[src/rtl/tkse_pkg.sv]
`timescale 1ns / 1ps
`default_nettype none
// ----------------------------------------------------------------------------
// tkse_pkg: shared types and constants of the terminal key sequence encoder
// Field widths, byte codes, the named-key table and the descriptor that
// travels from the front end to the back end.
// ----------------------------------------------------------------------------
package tkse_pkg;

   // field widths
   localparam int KEY_W      = 21;
   localparam int MOD_W      = 4;
   localparam int BYTE_W     = 8;
   localparam int REQ_DATA_W = 32;
   localparam int MAX_BYTES  = 7;
   localparam int CNT_W      = 3;
   localparam int SEQ_W      = MAX_BYTES * BYTE_W;

   // named keys
   localparam int ROW_COUNT = 26;
   localparam logic [KEY_W-1:0] NAMED_BASE_DEF = 21'h110000;
   localparam logic [KEY_W-1:0] CODE_MAX       = 21'h10FFFF;

   // queue between front and back
   localparam int QUEUE_DEPTH = 2;

   // byte codes
   localparam logic [BYTE_W-1:0] CH_ESC   = 8'h1B;
   localparam logic [BYTE_W-1:0] CH_DEL   = 8'h7F;
   localparam logic [BYTE_W-1:0] CH_CR    = 8'h0D;
   localparam logic [BYTE_W-1:0] CH_TAB   = 8'h09;
   localparam logic [BYTE_W-1:0] CH_O     = 8'h4F;
   localparam logic [BYTE_W-1:0] CH_LBRK  = 8'h5B;
   localparam logic [BYTE_W-1:0] CH_SEMI  = 8'h3B;
   localparam logic [BYTE_W-1:0] CH_TILDE = 8'h7E;
   localparam logic [BYTE_W-1:0] CH_AT    = 8'h40;
   localparam logic [BYTE_W-1:0] CH_QUEST = 8'h3F;
   localparam logic [BYTE_W-1:0] CH_ZERO  = 8'h30;
   localparam logic [BYTE_W-1:0] CH_SPACE = 8'h20;

   // one row of the named-key table
   typedef struct packed {
      logic [BYTE_W-1:0] fin;   // final byte, zero for single-byte keys
      logic [4:0]        par;   // tilde parameter, zero for letter keys
      logic              ss3;   // unmodified form is ESC O fin
   } row_type;

   // encoded sequence handed to the back end
   typedef struct packed {
      logic [CNT_W-1:0]                count;  // bytes, 1..7
      logic [MAX_BYTES-1:0][BYTE_W-1:0] seq;   // byte 0 goes out first
   } desc_type;

   // queue status seen by both sides
   typedef struct packed {
      logic full;
      logic empty;
   } qstat_type;

   function automatic row_type row_lookup(input logic [4:0] idx);
      row_type r;
      r = '0;
      unique case (idx)
         5'd4:  r = '{fin: CH_TILDE, par: 5'd3,  ss3: 1'b0};
         5'd5:  r = '{fin: CH_TILDE, par: 5'd2,  ss3: 1'b0};
         5'd6:  r = '{fin: 8'h41,    par: 5'd0,  ss3: 1'b0};
         5'd7:  r = '{fin: 8'h42,    par: 5'd0,  ss3: 1'b0};
         5'd8:  r = '{fin: 8'h44,    par: 5'd0,  ss3: 1'b0};
         5'd9:  r = '{fin: 8'h43,    par: 5'd0,  ss3: 1'b0};
         5'd10: r = '{fin: 8'h48,    par: 5'd0,  ss3: 1'b0};
         5'd11: r = '{fin: 8'h46,    par: 5'd0,  ss3: 1'b0};
         5'd12: r = '{fin: CH_TILDE, par: 5'd5,  ss3: 1'b0};
         5'd13: r = '{fin: CH_TILDE, par: 5'd6,  ss3: 1'b0};
         5'd14: r = '{fin: 8'h50,    par: 5'd0,  ss3: 1'b1};
         5'd15: r = '{fin: 8'h51,    par: 5'd0,  ss3: 1'b1};
         5'd16: r = '{fin: 8'h52,    par: 5'd0,  ss3: 1'b1};
         5'd17: r = '{fin: 8'h53,    par: 5'd0,  ss3: 1'b1};
         5'd18: r = '{fin: CH_TILDE, par: 5'd15, ss3: 1'b0};
         5'd19: r = '{fin: CH_TILDE, par: 5'd17, ss3: 1'b0};
         5'd20: r = '{fin: CH_TILDE, par: 5'd18, ss3: 1'b0};
         5'd21: r = '{fin: CH_TILDE, par: 5'd19, ss3: 1'b0};
         5'd22: r = '{fin: CH_TILDE, par: 5'd20, ss3: 1'b0};
         5'd23: r = '{fin: CH_TILDE, par: 5'd21, ss3: 1'b0};
         5'd24: r = '{fin: CH_TILDE, par: 5'd23, ss3: 1'b0};
         5'd25: r = '{fin: CH_TILDE, par: 5'd24, ss3: 1'b0};
         default: r = '0;   // Enter, Backspace, Tab, Escape and unused rows
      endcase
      return r;
   endfunction

   // byte of the four single-byte named keys
   function automatic logic [BYTE_W-1:0] single_byte(input logic [1:0] idx);
      logic [BYTE_W-1:0] b;
      unique case (idx)
         2'd0:    b = CH_CR;
         2'd1:    b = CH_DEL;
         2'd2:    b = CH_TAB;
         default: b = CH_ESC;
      endcase
      return b;
   endfunction

endpackage
`default_nettype wire

[src/rtl/terminal_key_sequence_encoder_top.sv]
`timescale 1ns / 1ps
`default_nettype none
// Path: a key goes through the queue, the serializer and the output register.
// Throughput: one byte per cycle while rsp_tready is high and keys are queued;
//   a key sends 1..7 bytes, and the serializer loads the next key as the
//   current one hands over its final byte. Keys that send nothing are dropped.
// Reset: synchronous; clears queue pointers, serializer and output valid.
// ----------------------------------------------------------------------------
// terminal_key_sequence_encoder_top: terminal key sequence encoder
// Encodes key events into terminal byte sequences: front encoder, descriptor
// queue and byte serializer.
// ----------------------------------------------------------------------------
module terminal_key_sequence_encoder_top #(
   parameter logic [tkse_pkg::KEY_W-1:0] NAMED_BASE = tkse_pkg::NAMED_BASE_DEF
) (
   input  wire                              clock,
   input  wire                              reset,
   input  wire                              req_tvalid,
   output logic                             req_tready,
   input  wire  [tkse_pkg::REQ_DATA_W-1:0]  req_tdata,   // key_code, modifiers
   output logic                             rsp_tvalid,
   input  wire                              rsp_tready,
   output logic [tkse_pkg::BYTE_W-1:0]      rsp_tdata,   // out_byte
   output logic                             rsp_tlast    // last_byte
);
   import tkse_pkg::*;

   qstat_type qstat;
   desc_type  push_desc;
   desc_type  pop_desc;
   logic      push;
   logic      pop;

   tkse_front #(
      .NAMED_BASE (NAMED_BASE)
   ) u_front (
      .reset      (reset),
      .req_tvalid (req_tvalid),
      .req_tready (req_tready),
      .req_tdata  (req_tdata),
      .qstat      (qstat),
      .push       (push),
      .push_desc  (push_desc)
   );

   tkse_queue u_queue (
      .clock     (clock),
      .reset     (reset),
      .push      (push),
      .push_desc (push_desc),
      .pop       (pop),
      .pop_desc  (pop_desc),
      .qstat     (qstat)
   );

   tkse_back u_back (
      .clock      (clock),
      .reset      (reset),
      .qstat      (qstat),
      .pop_desc   (pop_desc),
      .pop        (pop),
      .rsp_tvalid (rsp_tvalid),
      .rsp_tready (rsp_tready),
      .rsp_tdata  (rsp_tdata),
      .rsp_tlast  (rsp_tlast)
   );

   // queue never written when full
   a_no_overflow: assert property (@(posedge clock) disable iff (reset)
      push |-> !qstat.full) else $error("queue push while full");

   // queue never read when empty
   a_no_underflow: assert property (@(posedge clock) disable iff (reset)
      pop |-> !qstat.empty) else $error("queue pop while empty");

   // full and empty are exclusive
   a_qstat: assert property (@(posedge clock) disable iff (reset)
      !(qstat.full && qstat.empty)) else $error("queue full and empty");

   // nothing is offered right after reset
   a_reset_idle: assert property (@(posedge clock)
      reset |=> !rsp_tvalid) else $error("output valid after reset");

endmodule
`default_nettype wire

[src/rtl/tkse_front.sv]
`timescale 1ns / 1ps
`default_nettype none
// ----------------------------------------------------------------------------
// tkse_front: key event classifier and encoder
// Accepts one key event, builds its whole byte sequence and pushes it
// into the queue; events that send nothing are dropped here.
// ----------------------------------------------------------------------------
module tkse_front #(
   parameter logic [tkse_pkg::KEY_W-1:0] NAMED_BASE = tkse_pkg::NAMED_BASE_DEF
) (
   input  wire                                reset,
   input  wire                                req_tvalid,
   output logic                               req_tready,
   input  wire  [tkse_pkg::REQ_DATA_W-1:0]    req_tdata,
   input  tkse_pkg::qstat_type                qstat,
   output logic                               push,
   output tkse_pkg::desc_type                 push_desc
);
   import tkse_pkg::*;

   logic [KEY_W-1:0]  key_code;
   logic [MOD_W-1:0]  mods;
   logic [BYTE_W-1:0] seq_b [8];
   logic [3:0]        n;
   logic              esc_pre;
   logic [KEY_W-1:0]  row_idx;
   row_type           row;
   logic [4:0]        mod_v;
   logic [4:0]        par_v;
   logic              ctrl_ok;
   logic [BYTE_W-1:0] ctrl_b;
   logic              keep;

   function automatic logic [BYTE_W-1:0] dec_tens(input logic [4:0] v);
      return (v >= 5'd20) ? (CH_ZERO + 8'd2) : (CH_ZERO + 8'd1);
   endfunction

   function automatic logic [BYTE_W-1:0] dec_ones(input logic [4:0] v);
      logic [4:0] r;
      r = (v >= 5'd20) ? (v - 5'd20) : ((v >= 5'd10) ? (v - 5'd10) : v);
      return CH_ZERO + {3'b000, r};
   endfunction

   assign key_code = req_tdata[KEY_W-1:0];
   assign mods     = req_tdata[KEY_W+MOD_W-1:KEY_W];
   assign esc_pre  = mods[1] | mods[3];
   assign row_idx  = key_code - NAMED_BASE;
   assign row      = row_lookup(row_idx[4:0]);
   assign mod_v    = {1'b0, mods} + 5'd1;
   assign par_v    = (row.par != 5'd0) ? row.par : 5'd1;

   // control-column byte
   always_comb begin
      ctrl_ok = 1'b1;
      ctrl_b  = '0;
      if (key_code >= 21'h61 && key_code <= 21'h7A) begin
         ctrl_b = key_code[7:0] - 8'h60;
      end else if (key_code >= 21'h41 && key_code <= 21'h5A) begin
         ctrl_b = key_code[7:0] - CH_AT;
      end else if (key_code == {13'd0, CH_SPACE} || key_code == {13'd0, CH_AT}) begin
         ctrl_b = '0;
      end else if (key_code >= 21'h5B && key_code <= 21'h5F) begin
         ctrl_b = key_code[7:0] - CH_AT;
      end else if (key_code == {13'd0, CH_QUEST}) begin
         ctrl_b = CH_DEL;
      end else begin
         ctrl_ok = 1'b0;
      end
   end

   // build the sequence byte by byte
   always_comb begin
      seq_b = '{default: '0};
      n     = '0;
      if (key_code >= NAMED_BASE) begin
         if (row_idx < KEY_W'(ROW_COUNT)) begin
            if (row.fin == '0) begin
               if (esc_pre) begin
                  seq_b[n[2:0]] = CH_ESC; n = n + 4'd1;
               end
               seq_b[n[2:0]] = single_byte(row_idx[1:0]); n = n + 4'd1;
            end else begin
               seq_b[n[2:0]] = CH_ESC; n = n + 4'd1;
               if (mod_v == 5'd1 && row.ss3) begin
                  seq_b[n[2:0]] = CH_O;    n = n + 4'd1;
                  seq_b[n[2:0]] = row.fin; n = n + 4'd1;
               end else begin
                  seq_b[n[2:0]] = CH_LBRK; n = n + 4'd1;
                  if (row.par != 5'd0 || mod_v != 5'd1) begin
                     if (par_v >= 5'd10) begin
                        seq_b[n[2:0]] = dec_tens(par_v); n = n + 4'd1;
                     end
                     seq_b[n[2:0]] = dec_ones(par_v); n = n + 4'd1;
                  end
                  if (mod_v != 5'd1) begin
                     seq_b[n[2:0]] = CH_SEMI; n = n + 4'd1;
                     if (mod_v >= 5'd10) begin
                        seq_b[n[2:0]] = dec_tens(mod_v); n = n + 4'd1;
                     end
                     seq_b[n[2:0]] = dec_ones(mod_v); n = n + 4'd1;
                  end
                  seq_b[n[2:0]] = row.fin; n = n + 4'd1;
               end
            end
         end
      end else if (key_code <= CODE_MAX) begin
         if (mods[2]) begin
            // unmapped ctrl key sends nothing, not even the prefix
            if (ctrl_ok) begin
               if (esc_pre) begin
                  seq_b[n[2:0]] = CH_ESC; n = n + 4'd1;
               end
               seq_b[n[2:0]] = ctrl_b; n = n + 4'd1;
            end
         end else begin
            if (esc_pre) begin
               seq_b[n[2:0]] = CH_ESC; n = n + 4'd1;
            end
            if (key_code < 21'h80) begin
               seq_b[n[2:0]] = key_code[7:0]; n = n + 4'd1;
            end else if (key_code < 21'h800) begin
               seq_b[n[2:0]] = {3'b110, key_code[10:6]}; n = n + 4'd1;
               seq_b[n[2:0]] = {2'b10, key_code[5:0]};   n = n + 4'd1;
            end else if (key_code < 21'h10000) begin
               seq_b[n[2:0]] = {4'b1110, key_code[15:12]}; n = n + 4'd1;
               seq_b[n[2:0]] = {2'b10, key_code[11:6]};    n = n + 4'd1;
               seq_b[n[2:0]] = {2'b10, key_code[5:0]};     n = n + 4'd1;
            end else begin
               seq_b[n[2:0]] = {5'b11110, key_code[20:18]}; n = n + 4'd1;
               seq_b[n[2:0]] = {2'b10, key_code[17:12]};    n = n + 4'd1;
               seq_b[n[2:0]] = {2'b10, key_code[11:6]};     n = n + 4'd1;
               seq_b[n[2:0]] = {2'b10, key_code[5:0]};      n = n + 4'd1;
            end
         end
      end
   end

   // an empty or overlong sequence is dropped
   assign keep = (n != 4'd0) && (n <= 4'(MAX_BYTES));

   always_comb begin
      push_desc.count = n[CNT_W-1:0];
      for (int k = 0; k < MAX_BYTES; k++) begin
         push_desc.seq[k] = seq_b[k];
      end
   end

   assign req_tready = ~qstat.full & ~reset;
   assign push       = req_tvalid & req_tready & keep;

endmodule
`default_nettype wire

[src/rtl/tkse_queue.sv]
`timescale 1ns / 1ps
`default_nettype none
// ----------------------------------------------------------------------------
// tkse_queue: descriptor queue
// Short FIFO of encoded sequences between the front and back ends.
// ----------------------------------------------------------------------------
module tkse_queue (
   input  wire                   clock,
   input  wire                   reset,
   input  wire                   push,
   input  tkse_pkg::desc_type    push_desc,
   input  wire                   pop,
   output tkse_pkg::desc_type    pop_desc,
   output tkse_pkg::qstat_type   qstat
);
   import tkse_pkg::*;

   localparam int PTR_W  = (QUEUE_DEPTH > 1) ? $clog2(QUEUE_DEPTH) : 1;
   localparam int FILL_W = $clog2(QUEUE_DEPTH + 1);

   desc_type          entry_ff [QUEUE_DEPTH];
   logic [PTR_W-1:0]  wr_ptr_ff, wr_ptr_in;
   logic [PTR_W-1:0]  rd_ptr_ff, rd_ptr_in;
   logic [FILL_W-1:0] fill_ff, fill_in;

   function automatic logic [PTR_W-1:0] ptr_next(input logic [PTR_W-1:0] p);
      return (p == PTR_W'(QUEUE_DEPTH - 1)) ? '0 : p + PTR_W'(1);
   endfunction

   assign qstat.full  = (fill_ff == FILL_W'(QUEUE_DEPTH));
   assign qstat.empty = (fill_ff == '0);
   assign pop_desc    = entry_ff[rd_ptr_ff];

   // pointer and fill update
   always_comb begin
      wr_ptr_in = push ? ptr_next(wr_ptr_ff) : wr_ptr_ff;
      rd_ptr_in = pop ? ptr_next(rd_ptr_ff) : rd_ptr_ff;
      fill_in   = fill_ff;
      if (push && !pop) begin
         fill_in = fill_ff + FILL_W'(1);
      end else if (pop && !push) begin
         fill_in = fill_ff - FILL_W'(1);
      end
   end

   always_ff @(posedge clock) begin
      if (reset) begin
         wr_ptr_ff <= '0;
         rd_ptr_ff <= '0;
         fill_ff   <= '0;
      end else begin
         wr_ptr_ff <= wr_ptr_in;
         rd_ptr_ff <= rd_ptr_in;
         fill_ff   <= fill_in;
      end
   end

   // storage
   always_ff @(posedge clock) begin
      if (push) begin
         entry_ff[wr_ptr_ff] <= push_desc;
      end
   end

endmodule
`default_nettype wire

[src/rtl/tkse_back.sv]
`timescale 1ns / 1ps
`default_nettype none
// ----------------------------------------------------------------------------
// tkse_back: byte serializer
// Takes one sequence from the queue and sends it a byte per cycle, while
// rsp_tready does not stall it, through an output register, marking the final byte.
// ----------------------------------------------------------------------------
module tkse_back (
   input  wire                           clock,
   input  wire                           reset,
   input  tkse_pkg::qstat_type           qstat,
   input  tkse_pkg::desc_type            pop_desc,
   output logic                          pop,
   output logic                          rsp_tvalid,
   input  wire                           rsp_tready,
   output logic [tkse_pkg::BYTE_W-1:0]   rsp_tdata,   // out_byte
   output logic                          rsp_tlast    // last_byte
);
   import tkse_pkg::*;

   logic                 busy_ff, busy_in;
   logic [SEQ_W-1:0]     seq_ff, seq_in;
   logic [CNT_W-1:0]     cnt_ff, cnt_in;
   logic                 out_valid_ff, out_valid_in;
   logic [BYTE_W-1:0]    out_byte_ff, out_byte_in;
   logic                 out_last_ff, out_last_in;
   logic                 load_out;
   logic                 take;
   logic                 final_b;

   assign load_out = ~out_valid_ff | rsp_tready;
   assign take     = load_out & busy_ff;
   assign final_b  = (cnt_ff == CNT_W'(1));
   // refill when idle, or as the current sequence hands over its final byte
   assign pop      = ~qstat.empty & (~busy_ff | (take & final_b));

   always_comb begin
      busy_in      = busy_ff;
      seq_in       = seq_ff;
      cnt_in       = cnt_ff;
      out_valid_in = out_valid_ff;
      out_byte_in  = out_byte_ff;
      out_last_in  = out_last_ff;
      if (load_out) begin
         out_valid_in = busy_ff;
      end
      if (take) begin
         out_byte_in = seq_ff[BYTE_W-1:0];
         out_last_in = final_b;
         seq_in      = {{BYTE_W{1'b0}}, seq_ff[SEQ_W-1:BYTE_W]};
         cnt_in      = cnt_ff - CNT_W'(1);
         if (final_b) begin
            busy_in = 1'b0;
         end
      end
      if (pop) begin
         busy_in = 1'b1;
         seq_in  = pop_desc.seq;
         cnt_in  = pop_desc.count;
      end
   end

   always_ff @(posedge clock) begin
      if (reset) begin
         busy_ff      <= 1'b0;
         out_valid_ff <= 1'b0;
      end else begin
         busy_ff      <= busy_in;
         out_valid_ff <= out_valid_in;
      end
   end

   always_ff @(posedge clock) begin
      seq_ff      <= seq_in;
      cnt_ff      <= cnt_in;
      out_byte_ff <= out_byte_in;
      out_last_ff <= out_last_in;
   end

   assign rsp_tvalid = out_valid_ff;
   assign rsp_tdata  = out_byte_ff;
   assign rsp_tlast  = out_last_ff;

endmodule
`default_nettype wire
[config.mk]
export PLATFORM = sky130hd
export DESIGN_NAME = terminal_key_sequence_encoder_top
export DESIGN_NICKNAME = d
export VERILOG_FILES = /design/src/rtl/tkse_pkg.sv /design/src/rtl/terminal_key_sequence_encoder_top.sv /design/src/rtl/tkse_front.sv /design/src/rtl/tkse_queue.sv /design/src/rtl/tkse_back.sv
export SDC_FILE = /design/constraint.sdc
export NUM_CORES = 1
export LEC_CHECK = 0
export ABC_AREA = 1
export BUFFER_PORTS_ARGS = -buffer_cell sky130_fd_sc_hd__buf_4
export CAP_MARGIN = 30
export CORE_AREA = 2 2 162 116
export DETAILED_ROUTE_END_ITERATION = 8
export DIE_AREA = 0 0 164 118
export PLACE_DENSITY = 0.88
export SLEW_MARGIN = 0
export SYNTH_ARGS = -nofsm -noshare
export SYNTH_HDL_FRONTEND = slang
export SYNTH_SLANG_ARGS = --single-unit
[constraint.sdc]
create_clock -name clock -period 6.6 [get_ports clock]
set_clock_uncertainty 0.1 [all_clocks]
set_input_delay 0.33 -clock clock [delete_from_list [all_inputs] [get_ports clock]]
set_output_delay 0.33 -clock clock [all_outputs]
set_load 0.02 [all_outputs]
Word-level counts from Yosys, hierarchy flattened
Memory sizes are Yosys's and may differ from the RTL's. A register that Yosys moved wholly into a read port is not among the register bits.
Index checks and enable logic that the tools add are counted.
Word-level totals
  flip-flop bits (word level): 74
  bits in writable memories: 118
  bits in read-only memories: 416
  input port bits: 36
  output and inout port bits: 11
  word-level logic and storage cells: 306
  memories: 2
Operators by class
  add/sub/neg operators: 26
  $lt $le $gt $ge: 39
  eq/ne operators: 9
  multiplexer cells: 162
  bitwise logic cells: 28
  reduce and logical (&&, ||, !) cells: 31
Memory list
  (name not given): depth 32, width 13, read ports 1, clocked after memory_dff 0, wr ports 0, RTL line tkse_pkg.sv:63  | unique case (idx)
  u_queue.entry_ff: depth 2, width 59, read ports 1, clocked after memory_dff 1, wr ports 1, RTL line tkse_queue.sv:21  | desc_type entry_ff [QUEUE_DEPTH];
Operator list (count)
  64-bit two-way mux: 25
  64-bit bitwise mux: 16
  8-bit two-way mux: 35
  8-bit demux with 3-bit select: 11
  4-bit two-way mux: 41
  56-bit two-way mux: 2
  21-bit by 7-bit greater-or-equal comparator with 1-bit output, second input constant: 3
  21-bit by 7-bit <= comparator with 1-bit output, second input constant: 3
  4-bit by 1-bit adder with 4-bit output, second input constant: 11
  4-bit greater-or-equal comparator, second input constant: 11
  4-bit by 1-bit less-than comparator with 1-bit output, second input constant: 11
  3-bit NOT with 4-bit output: 11
  21-bit by 6-bit equality test with 1-bit output, second input constant: 2
  40-bit two-way mux: 1
  40-bit bitwise OR: 1
  5-bit two-way mux: 6
  24-bit bitwise AND: 1
  24-bit NOT: 1
  21-bit by 7-bit equality test with 1-bit output, second input constant: 1
  21-bit greater-or-equal comparator, second input constant: 1
  21-bit <= comparator, second input constant: 1
  21-bit by 12-bit less-than comparator with 1-bit output, second input constant: 1
  21-bit by 17-bit less-than comparator with 1-bit output, second input constant: 1
  21-bit by 5-bit less-than comparator with 1-bit output, second input constant: 1
  other kinds (37): 97

Logic depth before layout (Yosys ltp)
Gate-level depths: netlist (run 1).
An unclocked memory read counts as a cell.
  depth after elaboration: 43
  depth in mapped cells: 30
  gate-level depth less buffers: 30

Cells and area by module
A second synthesis (run 1) with hierarchy kept.
Unflattened totals
  cell total of the unflattened synthesis: 1277
  area, all modules: 12060.3 sq um
Modules (own cells, without submodules)
  tkse_queue: instances 1, cells an instance 217, area each 4529.3 sq um, seq. area each 3643.5 sq um
  tkse_front: instances 1, cells an instance 785, area each 3875.0 sq um, seq. area each 0.0 sq um
  tkse_back: instances 1, cells an instance 275, area each 3656.0 sq um, seq. area each 2082.0 sq um

Least setup slack after synthesis (run 1)
OpenSTA, ideal clock, no wires.
  kind: input port to flip-flop
  from: in req_tdata[23] (netlist bit)
  to: mem u_queue.entry_ff[0][0] (netlist bit), enable pin
  library setup time: 0.472 ns
  arrival: 5.230 ns
  data required time: 6.028 ns
  slack: 0.798 ns
  stages: 25
  cell sequence: buf_2 > nand3_1 > xor2_1 > inv_1 > ha_1 > nand2_1 > inv_1 > nand2_1 > inv_1 > nand2_2 > nand2_1 > inv_2 > nand3_2 > nand3_4 > nand2_1 > inv_1 > ha_1 > inv_1 > nand4_1 > nand3_1 > nand2_1 > nor2_1 > nand3_2 > nand2_1 > nor2_1
RTL lines
  from (decl): RTL line terminal_key_sequence_encoder_top.sv:20  | input wire [tkse_pkg::REQ_DATA_W-1:0] req_tdata,
  to (decl): RTL line tkse_queue.sv:21

==> results of run 1 <==
metrics by stage:
stage          total power, mW  cells  hold slack, ps  setup WS [ps]
3_5_place_dp              3.05   1459             307           1580
6_report                  4.04   1493            96.3           1870
3_3_place_gp              2.97   1459             304           1670
2_1_floorplan             2.66   1219             299            798
4_1_cts                   4.03   1492            92.4           2020
5_1_grt                   4.24   1493             114           1470
repair_timing:
item                                   in CTS  in global routing
endpoints found under the hold margin       2                  0
hold buffers                                1                  0
setup endpoints to repair                   0                  0
worst min-delay path, cell delays in order:
cell,delay (ps)
buf_4,80
inv_1,40
nand2_1,70
a21oi_1,70
how the worst max path moves through the flow:
stage / cells past startpoint / end / slack, ps / from
3_5_place_dp: 28 / u_queue.fill_ff[1] / 1580 / req_tdata[0]
6_report: 28 / u_queue.fill_ff[1] / 1870 / req_tdata[0]
5_1_grt: 28 / u_queue.fill_ff[1] / 1470 / req_tdata[0]
2_1_floorplan: 25 / u_queue.entry_ff[0][0] / 800 / req_tdata[23]
4_1_cts: 28 / u_queue.fill_ff[1] / 2020 / req_tdata[0]
3_3_place_gp: 28 / u_queue.fill_ff[1] / 1670 / req_tdata[0]
cell type report:
cell class | instances | share of cell area
Multi-Input combinational cell | 861 | 0.376
Inverter | 126 | 0.0405
Sequential cell | 187 | 0.475
Clock buffer | 17 | 0.0364
Timing Repair Buffer | 51 | 0.0330
Clock inverter | 15 | 0.0137
Tap cell | 236 | 0.0253
power groups by stage:
stage	registers (mW)	clock network, mW	logic [mW]
finish	1.81	0.995	1.24
global route	1.83	1.04	1.37
CTS	1.81	0.996	1.22
detailed placement	1.83	0	1.22
global placement	1.81	0	1.16
floorplan	1.85	0	0.810
synth_stat cells (3+ instances only):
library cell  instances
a21oi_1              58
a31oi_1              54
buf_4                 3
clkbuf_1             40
clkinv_1              4
dfxtp_1               7
edfxtp_1            180
ha_1                 35
inv_1               115
inv_2                 7
nand2_1             287
nand2_2               7
nand3_1              68
nand3_2               5
nand4_1              12
nor2_1              164
nor2_2                6
nor3_1               12
o2111ai_1             4
o211ai_1             12
o21ai_0              68
o21ai_1              12
o221ai_1              3
o22ai_1              11
o31ai_1               8
o32ai_1               3
xor2_1                8
logic make-up after synthesis:
kind of cell	Yosys count
and+or+nand+nor	570
DFF	187
AOI/OAI and AO/OA	248
buffers and inverters	171
xor gates and xnor gates	8
adders and majority gates	35
sequential cells by signal, summed over array words and instances (netlist names), named ones only:
signal and count:
u_queue.rd_ptr_ff 1, u_queue.fill_ff 2, u_back.seq_ff 54, u_back.cnt_ff 3, u_queue.wr_ptr_ff 1, u_back.rsp_tvalid 1, u_queue.entry_ff 114, u_back.rsp_tlast 1
u_back.rsp_tdata 8, u_back.busy_ff 1
routing by layer:
| metal | share of wire | GRT usage | routed length (um) | vias up |
|---|---|---|---|---|
| met4 | 0.011 | 0.0609 | 306 | 0 |
| met1 | 0.43 | 0.465 | 12400 | 4265 |
| met2 | 0.44 | 0.437 | 12800 | 536 |
| li1 | - | - | - | 4256 |
| met5 | 0 | 0 | 0 | - |
| met3 | 0.12 | 0.0684 | 3390 | 26 |
==> impl_metrics.toml, run 1 <==
[setup_path]
critPathTopFamily = "simple AND/OR/NAND/NOR gates"
startpoint_type = "input port"
rr_startpoint = "u_back.cnt_ff[1]"
cp_slowest_cell = "ha_1"
cp.required_ps = 6830
cp_max_fo = 10
slowest_delay_ps = 410
r2r-end = "u_queue.fill_ff[1]"
r2r_setup_slack_ps = 2840
reg2reg_depth = 13
arrival_ps = 4960
worstSetupEndpointType = "register"
cp_num_buf_inv = 7
critPathKind = "in -> reg"

[yosys]
syn_area_mm2 = 0.0106
ys.flop_type = "edfxtp_1"
ys_seq_elements = 187
synth-xor-area-share = 0.00664
avgSynthCellArea_um2 = 8.66
synth_top_family_by_area = "simple AND/OR/NAND/NOR gates"
postSynthCellCount = 1219
synth-edff-count = 180
async_flop_share = 0
synth-seq-area-share = 0.525
yosys.area.top_type = "edfxtp_1"
synthAdderAreaFrac = 0.0415
yosysWarnings = 0
synth.distinct_cells = 44
synth_compound_area_frac = 0.138
yosys-mux-area-fraction = 0
synth_nets = 1290
yosys.area.top_type_share = 0.512
yosys.area_share.simple = 0.227
synthTopCellsByArea = "edfxtp_1 51%, nand2_1 10%, nor2_1 5.8%, ha_1 4.1%, inv_1 4.1%"

[cells_and_area]
post-route-util = 0.656
final_common_cell = "nand2_1"
multiInputGateArea_mm2 = 0.00439
final-seq-area_mm2 = 0.00555
diodes = 0
layout-drive-gt1-share = 0.0939
fin_nets = 1315
fin_area_mm2 = 0.0117
final_cell_mix = "287 x nand2_1, 180 x edfxtp_1, 163 x nor2_1"
nFillCells = 1423
area_growth_syn_to_layout_pct = 10.6

[drt]
drc_errors = 0
wirelength_mm = 28.8
ant_nets = 0
drt-initial-drc-count = 1168
first_pass_iters = 7
viasPerCell = 6.08
vias = 9083
wl_per_cell_um = 19.3

[floorplan]
die_x_um = 164
start_util = 0.593
die_height_um = 118
die_area_mm2 = 0.0194
pin_count = 47
rows = 41
core_area_mm2 = 0.0178

[global_route]
grt_start_max_net_pins = 103
antenna_found_initial = 0
first_global_vias = 8229
gr-total-overflow = 0
grt_pass1_wl_mm = 44.5
grt_use_total = 0.301

[job]
maxCapViolations = 0

[clock_tree]
numCtsBuffers = 17
cts_num_sinks = 187
cts_resized = 0
cts.clk_slew.worst_paths_ps = 80
root_buffer = "clkbuf_16"
cts.path.max_buffers = 2
tritoncts = "built"
clock_latency_ps = 430
postCtsSetupBuffers = 0
h-tree-depth = 4

[power_and_ir_drop]
p_switching_mw = 1.46
p_comb_frac = 0.306
clockPowerShare = 0.246
p_seq_frac = 0.448
peakVddDrop_mv = 0.616
sw_frac_of_total = 0.362
total_leakage_power_nw = 4.76
p_per_area_mw_per_mm2 = 346
internal_power_mw = 2.58

[timing]
worst_pin_slew_ps = 1020
slew_headroom = 0.317
rsz0062_at_grt = "false"
setup_viol = 0
period_minus_slack_ps = 4730
report.final.slew_viol_count = 0
fin_crit_sh = 0.717
fin_setup_tns_ps = 0
finalHoldViolCount = 0
fmax_mhz = 211

[placed_design]
post_dp_cell_area_mm2 = 0.0111
portBuffers = 39
hpwl_mm = 20.7
routabilityCongestion = 0.999

[status]
status = "completed"

[worst_hold_path]
worstHoldPathType = "in -> reg"
hold-path-endpoint = "u_back.rsp_tvalid"
hold_path_depth = 4
min_from = "rsp_tready"
Power figures use the tool's default switching activity.
==> inputs of run 2 (changes only) <==
--- a/config.mk
+++ b/config.mk
@@ -8,10 +8,10 @@
 export ABC_AREA = 1
 export BUFFER_PORTS_ARGS = -buffer_cell sky130_fd_sc_hd__buf_4
 export CAP_MARGIN = 30
-export CORE_AREA = 2 2 162 116
+export CORE_AREA = 2 2 168 120
 export DETAILED_ROUTE_END_ITERATION = 8
-export DIE_AREA = 0 0 164 118
-export PLACE_DENSITY = 0.88
+export DIE_AREA = 0 0 170 122
+export PLACE_DENSITY = 0.87
 export SLEW_MARGIN = 0
 export SYNTH_ARGS = -nofsm -noshare
 export SYNTH_HDL_FRONTEND = slang
==> constraint.sdc (replaced) <==
create_clock -name clock -period 4.13 [get_ports clock]
set_clock_uncertainty 0.1 [all_clocks]
set_input_delay 0.2065 -clock clock [delete_from_list [all_inputs] [get_ports clock]]
set_output_delay 0.2065 -clock clock [all_outputs]
set_load 0.02 [all_outputs]
==> impl_metrics.toml, run 2 (synthesis gave the netlist of run 1 again) <==
[status]
status = "completed"

[timing]
worst_pin_slew_ps = 988
period_minus_slack_ps = 3820
finalHoldViolCount = 0
fin_crit_sh = 0.924
setup_viol = 0
layout_setup_ws_ps = 313
fin_setup_tns_ps = 0
slew_headroom = 0.341
fmax_mhz = 262
report.final.slew_viol_count = 0
rsz0062_at_grt = "false"

[cells_and_area]
diodes = 0
post-route-util = 0.624
layout-drive-gt1-share = 0.124
largest_reg_flops = 114
final_common_cell = "nand2_1"
final_cell_mix = "285 x nand2_1, 180 x edfxtp_1, 162 x nor2_1"
area_growth_syn_to_layout_pct = 14.5
fin_nets = 1347
largest-register = "u_queue.entry_ff"

[setup_path]
startpoint_type = "input port"
cp_max_fo = 7
slowest_delay_ps = 340
arrival_ps = 4040
worstSetupEndpointType = "register"
critPathKind = "in -> reg"
cp_slowest_cell = "ha_1"
cp.required_ps = 4350

[floorplan]
die_area_mm2 = 0.0207
rows = 43
pin_count = 47
core_area_mm2 = 0.0194
die_height_um = 122
start_util = 0.545
die_x_um = 170

[global_route]
grt_use_total = 0.286
gr-total-overflow = 0
antenna_found_initial = 0
first_global_vias = 8310
grt_pass1_wl_mm = 44.8
grt_start_max_net_pins = 102

[job]
maxCapViolations = 0

[drt]
ant_nets = 0
viasPerCell = 5.95
drc_errors = 0
drt-initial-drc-count = 1312
first_pass_iters = 6
wirelength_mm = 28.7
wl_per_cell_um = 18.7
vias = 9142

[clock_tree]
tritoncts = "built"
cts.clk_slew.worst_paths_ps = 70
cts_num_sinks = 187
root_buffer = "clkbuf_16"
h-tree-depth = 4
cts.path.max_buffers = 2
clock_latency_ps = 440
numCtsBuffers = 17

[placed_design]
routabilityCongestion = 0.994
pre_cts_ws_ps = -145
hpwl_mm = 20.9
portBuffers = 39

[power_and_ir_drop]
total_leakage_power_nw = 4.94
p_per_area_mw_per_mm2 = 547
peakVddDrop_mv = 0.370
p_total_mw = 6.61

[worst_hold_path]
worstHoldPathType = "in -> reg"
run 2: stage by stage:
| step | cell area (um^2) | hold slack (ps) | cells |
|---|---|---|---|
| 2_1_floorplan | 10600 | 176 | 1219 |
| 5_1_grt | 12100 | 153 | 1536 |
| 3_5_place_dp | 11400 | 306 | 1502 |
| 3_3_place_gp | 11400 | 302 | 1501 |
| 6_report | 12100 | 118 | 1536 |
| 4_1_cts | 12100 | 105 | 1536 |
run 2: final timing paths:
check / endpoint / startpoint / depth (start not counted) / slack, ps
setup / recovery: u_queue.fill_ff[1] / req_tdata[0] / 28 / 310
hold / removal: u_back.busy_ff / rsp_tready / 6 / 120
setup reg to reg: u_queue.fill_ff[1] / u_back.cnt_ff[1] / 12 / 1570
hold reg to reg: u_back.rsp_tdata[6] / u_back.seq_ff[6] / 0 / 320
run 2: worst max-delay path, delay by kind of cell:
| family | cells | cell delay [ps] |
|---|---|---|
| fa+ha+maj | 4 | 1070 |
| buf+inv | 7 | 600 |
| simple gates | 9 | 980 |
| compound gates | 8 | 1160 |
run 2: repair_timing:
action,4_1_cts,5_1_grt
endpoints found under the setup margin,0,1
setup buffers,0,0
hold buffers,2,0
resized for setup,0,6
hold endpoints to repair,3,0
run 2: area by class of cell:
cell class | instances | area, um^2
flip-flops and latches | 187 | 5550
clock buffers | 17 | 425
multi-input cells | 861 | 4420
fillers | 1541 | 7280
repair buffers | 83 | 691
inverters | 126 | 482
well taps | 247 | 309
clock inverters | 15 | 223
run 2: routing by layer:
| layer | vias up | GRT usage | part of all wire |
|---|---|---|---|
| li1 | 4323 | - | - |
| met1 | 4219 | 0.417 | 0.43 |
| met2 | 544 | 0.431 | 0.44 |
| met3 | 56 | 0.0731 | 0.12 |
| met4 | 0 | 0.0678 | 0.016 |
| met5 | - | 0 | 0 |
run 2: where the power goes:
part / internal, mW / switching [mW] / total, mW
Sequential: 2.74 / 0.128 / 2.87
Clock: 0.938 / 0.779 / 1.72
Combinational: 0.609 / 1.42 / 2.02
==> inputs of run 3 (changes only) <==
--- a/config.mk
+++ b/config.mk
@@ -8,11 +8,15 @@
 export ABC_AREA = 1
 export BUFFER_PORTS_ARGS = -buffer_cell sky130_fd_sc_hd__buf_4
 export CAP_MARGIN = 30
-export CORE_AREA = 2 2 168 120
+export CELL_PAD_IN_SITES_DETAIL_PLACEMENT = 0
+export CELL_PAD_IN_SITES_GLOBAL_PLACEMENT = 1
+export CORE_AREA = 2 2 199 142
+export CTS_CLUSTER_DIAMETER = 120
 export DETAILED_ROUTE_END_ITERATION = 8
-export DIE_AREA = 0 0 170 122
-export PLACE_DENSITY = 0.87
+export DIE_AREA = 0 0 201 144
+export PLACE_DENSITY = 0.88
 export SLEW_MARGIN = 0
 export SYNTH_ARGS = -nofsm -noshare
 export SYNTH_HDL_FRONTEND = slang
+export SYNTH_HIERARCHICAL = 1
 export SYNTH_SLANG_ARGS = --single-unit
==> impl_metrics.toml, run 3 <==
[floorplan]
start_util = 0.443
die_area_mm2 = 0.0289
core_area_mm2 = 0.0272
die_x_um = 201
die_height_um = 144
rows = 51
pin_count = 47

[setup_path]
startpoint_type = "input port"
worstSetupEndpointType = "register"
critPathKind = "in -> reg"
cp.required_ps = 4140
worstSetupPathDepth = 24
reg2reg_depth = 9
arrival_ps = 3660
critPathTopFamily = "simple AND/OR/NAND/NOR gates"
r2r_setup_slack_ps = 1320
cp_max_fo = 30
cp_common_cell = "nor2_1"
cp_num_buf_inv = 6
cp_cell_sequence = "buf_4 -> ha_1 -> xor2_1 -> inv_1 -> ha_1 -> nand2_1 -> nand2_1 -> nor2_1 -> nand4_1 -> nand2_1 -> inv_2 -> nand2_2 -> inv_2 -> a21oi_1 -> ha_1 -> nor2_1 -> nor2_1 -> nor2_1 -> nand3_1 -> nor2_1 -> nor2_1 -> inv_1 -> nor2_4 -> buf_12"
slowest_delay_ps = 260
cp_slowest_cell = "xor2_1"

[power_and_ir_drop]
p_comb_frac = 0.367
p_total_mw = 7.58
sw_frac_of_total = 0.372
p_per_area_mw_per_mm2 = 564
internal_power_mw = 4.76
peakVddDrop_mv = 0.585
total_leakage_power_nw = 5.59
p_seq_frac = 0.408
clockPowerShare = 0.225
p_switching_mw = 2.82

[global_route]
grt_start_max_net_pins = 60
grt_pass1_wl_mm = 50.8
use_met1 = 0.339
grt_use_total = 0.228
busiest_layer = "met2"
antenna_found_initial = 0
first_global_vias = 8998
gr-total-overflow = 0
met3_usage = 0.0543
grtUsageMet2 = 0.339

[timing]
period_minus_slack_ps = 3650
rsz0062_at_grt = "false"
finalHoldViolCount = 0
hold_slack_ps = 33.4
fmax_mhz = 274
layout_setup_ws_ps = 482
report.final.slew_viol_count = 0
worst_pin_slew_ps = 1020
fin_setup_tns_ps = 0
slew_headroom = 0.309
setup_viol = 0
fin_crit_sh = 0.883

[cells_and_area]
largest-register = "u_queue/entry_ff"
final_cell_mix = "224 x nand2_1, 186 x edfxtp_1, 118 x nand3_1"
fin_nets = 1393
fin_area_mm2 = 0.0134
largest_reg_flops = 118
diodes = 0
layout-drive-gt1-share = 0.243
area_growth_syn_to_layout_pct = 11.4
final_common_cell = "nand2_1"

[clock_tree]
root_buffer = "clkbuf_16"
h-tree-depth = 4
tritoncts = "built"
postCtsSetupBuffers = 0
cts_num_sinks = 193
clock_latency_ps = 430
cts_resized = 0
numCtsBuffers = 17
cts.path.max_buffers = 2
hold_buffers = 1
cts.clk_slew.worst_paths_ps = 80

[yosys]
ys_seq_elements = 193
avgSynthCellArea_um2 = 9.44
yosysMostFrequentCell = "nand2_1"
yosysWarnings = 6
yosys.area.top_type = "edfxtp_1"
synth.distinct_cells = 53
syn_area_mm2 = 0.0121
postSynthCellCount = 1277
ys.flop_type = "edfxtp_1"
synth_commonest_cells = "224 x nand2_1, 186 x edfxtp_1, 118 x nand3_1"
synth-seq-area-share = 0.475
async_flop_share = 0
synth-edff-count = 186
synthTopCellsByArea = "edfxtp_1 46%, nand2_1 7.0%, nand3_1 4.9%, nand2_4 4.8%, mux2_2 4.6%"
yosys.area.top_type_share = 0.463

[drt]
drt-initial-drc-count = 1278
vias = 9408
viasPerCell = 5.51
drc_errors = 0
wl_per_cell_um = 18.6
first_pass_iters = 5
ant_nets = 0
wirelength_mm = 31.8

[placed_design]
portBuffers = 39
routabilityCongestion = 1.01
hpwl_mm = 23.4
post_dp_cell_area_mm2 = 0.0128
pre_cts_ws_ps = 73.5

[worst_hold_path]
worstHoldPathType = "in -> reg"
hold_path_depth = 4

[status]
status = "completed"

[job]
maxCapViolations = 0
run 3: cell count changes after synthesis, moves of 49 or more:
cell and change:
mux2_2 +49, nand2_1 -63, nand2_2 +54, nand2_4 +50, nand3_1 +50, nor2_1 -54
run 3: layout make-up:
class / count / area [um^2]
Multi-Input combinational cell: 907 / 5520
Clock inverter: 14 / 188
Fill cell: 2545 / 13800
Inverter: 131 / 495
Clock buffer: 18 / 429
Timing Repair Buffer: 74 / 621
Tap cell: 371 / 464
Sequential cell: 193 / 5730
run 3: power groups by stage:
stage	Sequential (mW)	Combinational [mW]	Clock (mW)
detailed placement	3.14	2.79	0
finish	3.09	2.78	1.71
global route	3.13	3.05	1.82
global placement	3.12	2.72	0
CTS	3.10	2.81	1.73
floorplan	3.15	2.29	0
run 3: worst min-delay path: stages:
cell,delay (ps)
buf_4,80
inv_1,30
nand2_1,130
a21oi_1,80
run 3: per-stage QoR:
step,instances,utilization
4_1_cts,1708,0.493
3_5_place_dp,1675,0.470
6_report,1708,0.493
2_1_floorplan,1278,-
3_3_place_gp,1675,0.470
5_1_grt,1708,0.493
run 3: path summary, 6_finish.rpt:
check | startpoint | end
setup / recovery | req_tdata[21] | u_queue/entry_ff[0][34]
hold reg to reg | u_back/seq_ff[7] | u_back/rsp_tdata[7]
hold / removal | rsp_tready | u_back/rsp_tvalid
setup reg to reg | u_back/cnt_ff[0] | u_back/seq_ff[44]
run 3: cell families (layout without fill, tap and decap cells):
group                    Yosys count  in the layout  synth area share
flip-flops                       193            193             0.475
AO/OA/AOI/OAI                    172            172            0.0822
buffers and inverters            178            237            0.0690
other                              1              2          0.000311
XOR/XNOR                           9              9           0.00654
multiplexers                      59             59            0.0582
adder cells (fa/ha/maj)           33             33            0.0342
AND/OR/NAND/NOR                  632            632             0.275
run 3: per-layer routing:
| metal | share of wire | vias up | wire length [um] |
|---|---|---|---|
| li1 | - | 4471 | - |
| met2 | 0.43 | 449 | 13500 |
| met5 | 0 | - | 0 |
| met1 | 0.47 | 4455 | 14800 |
| met4 | 0.011 | 0 | 346 |
| met3 | 0.096 | 33 | 3040 |
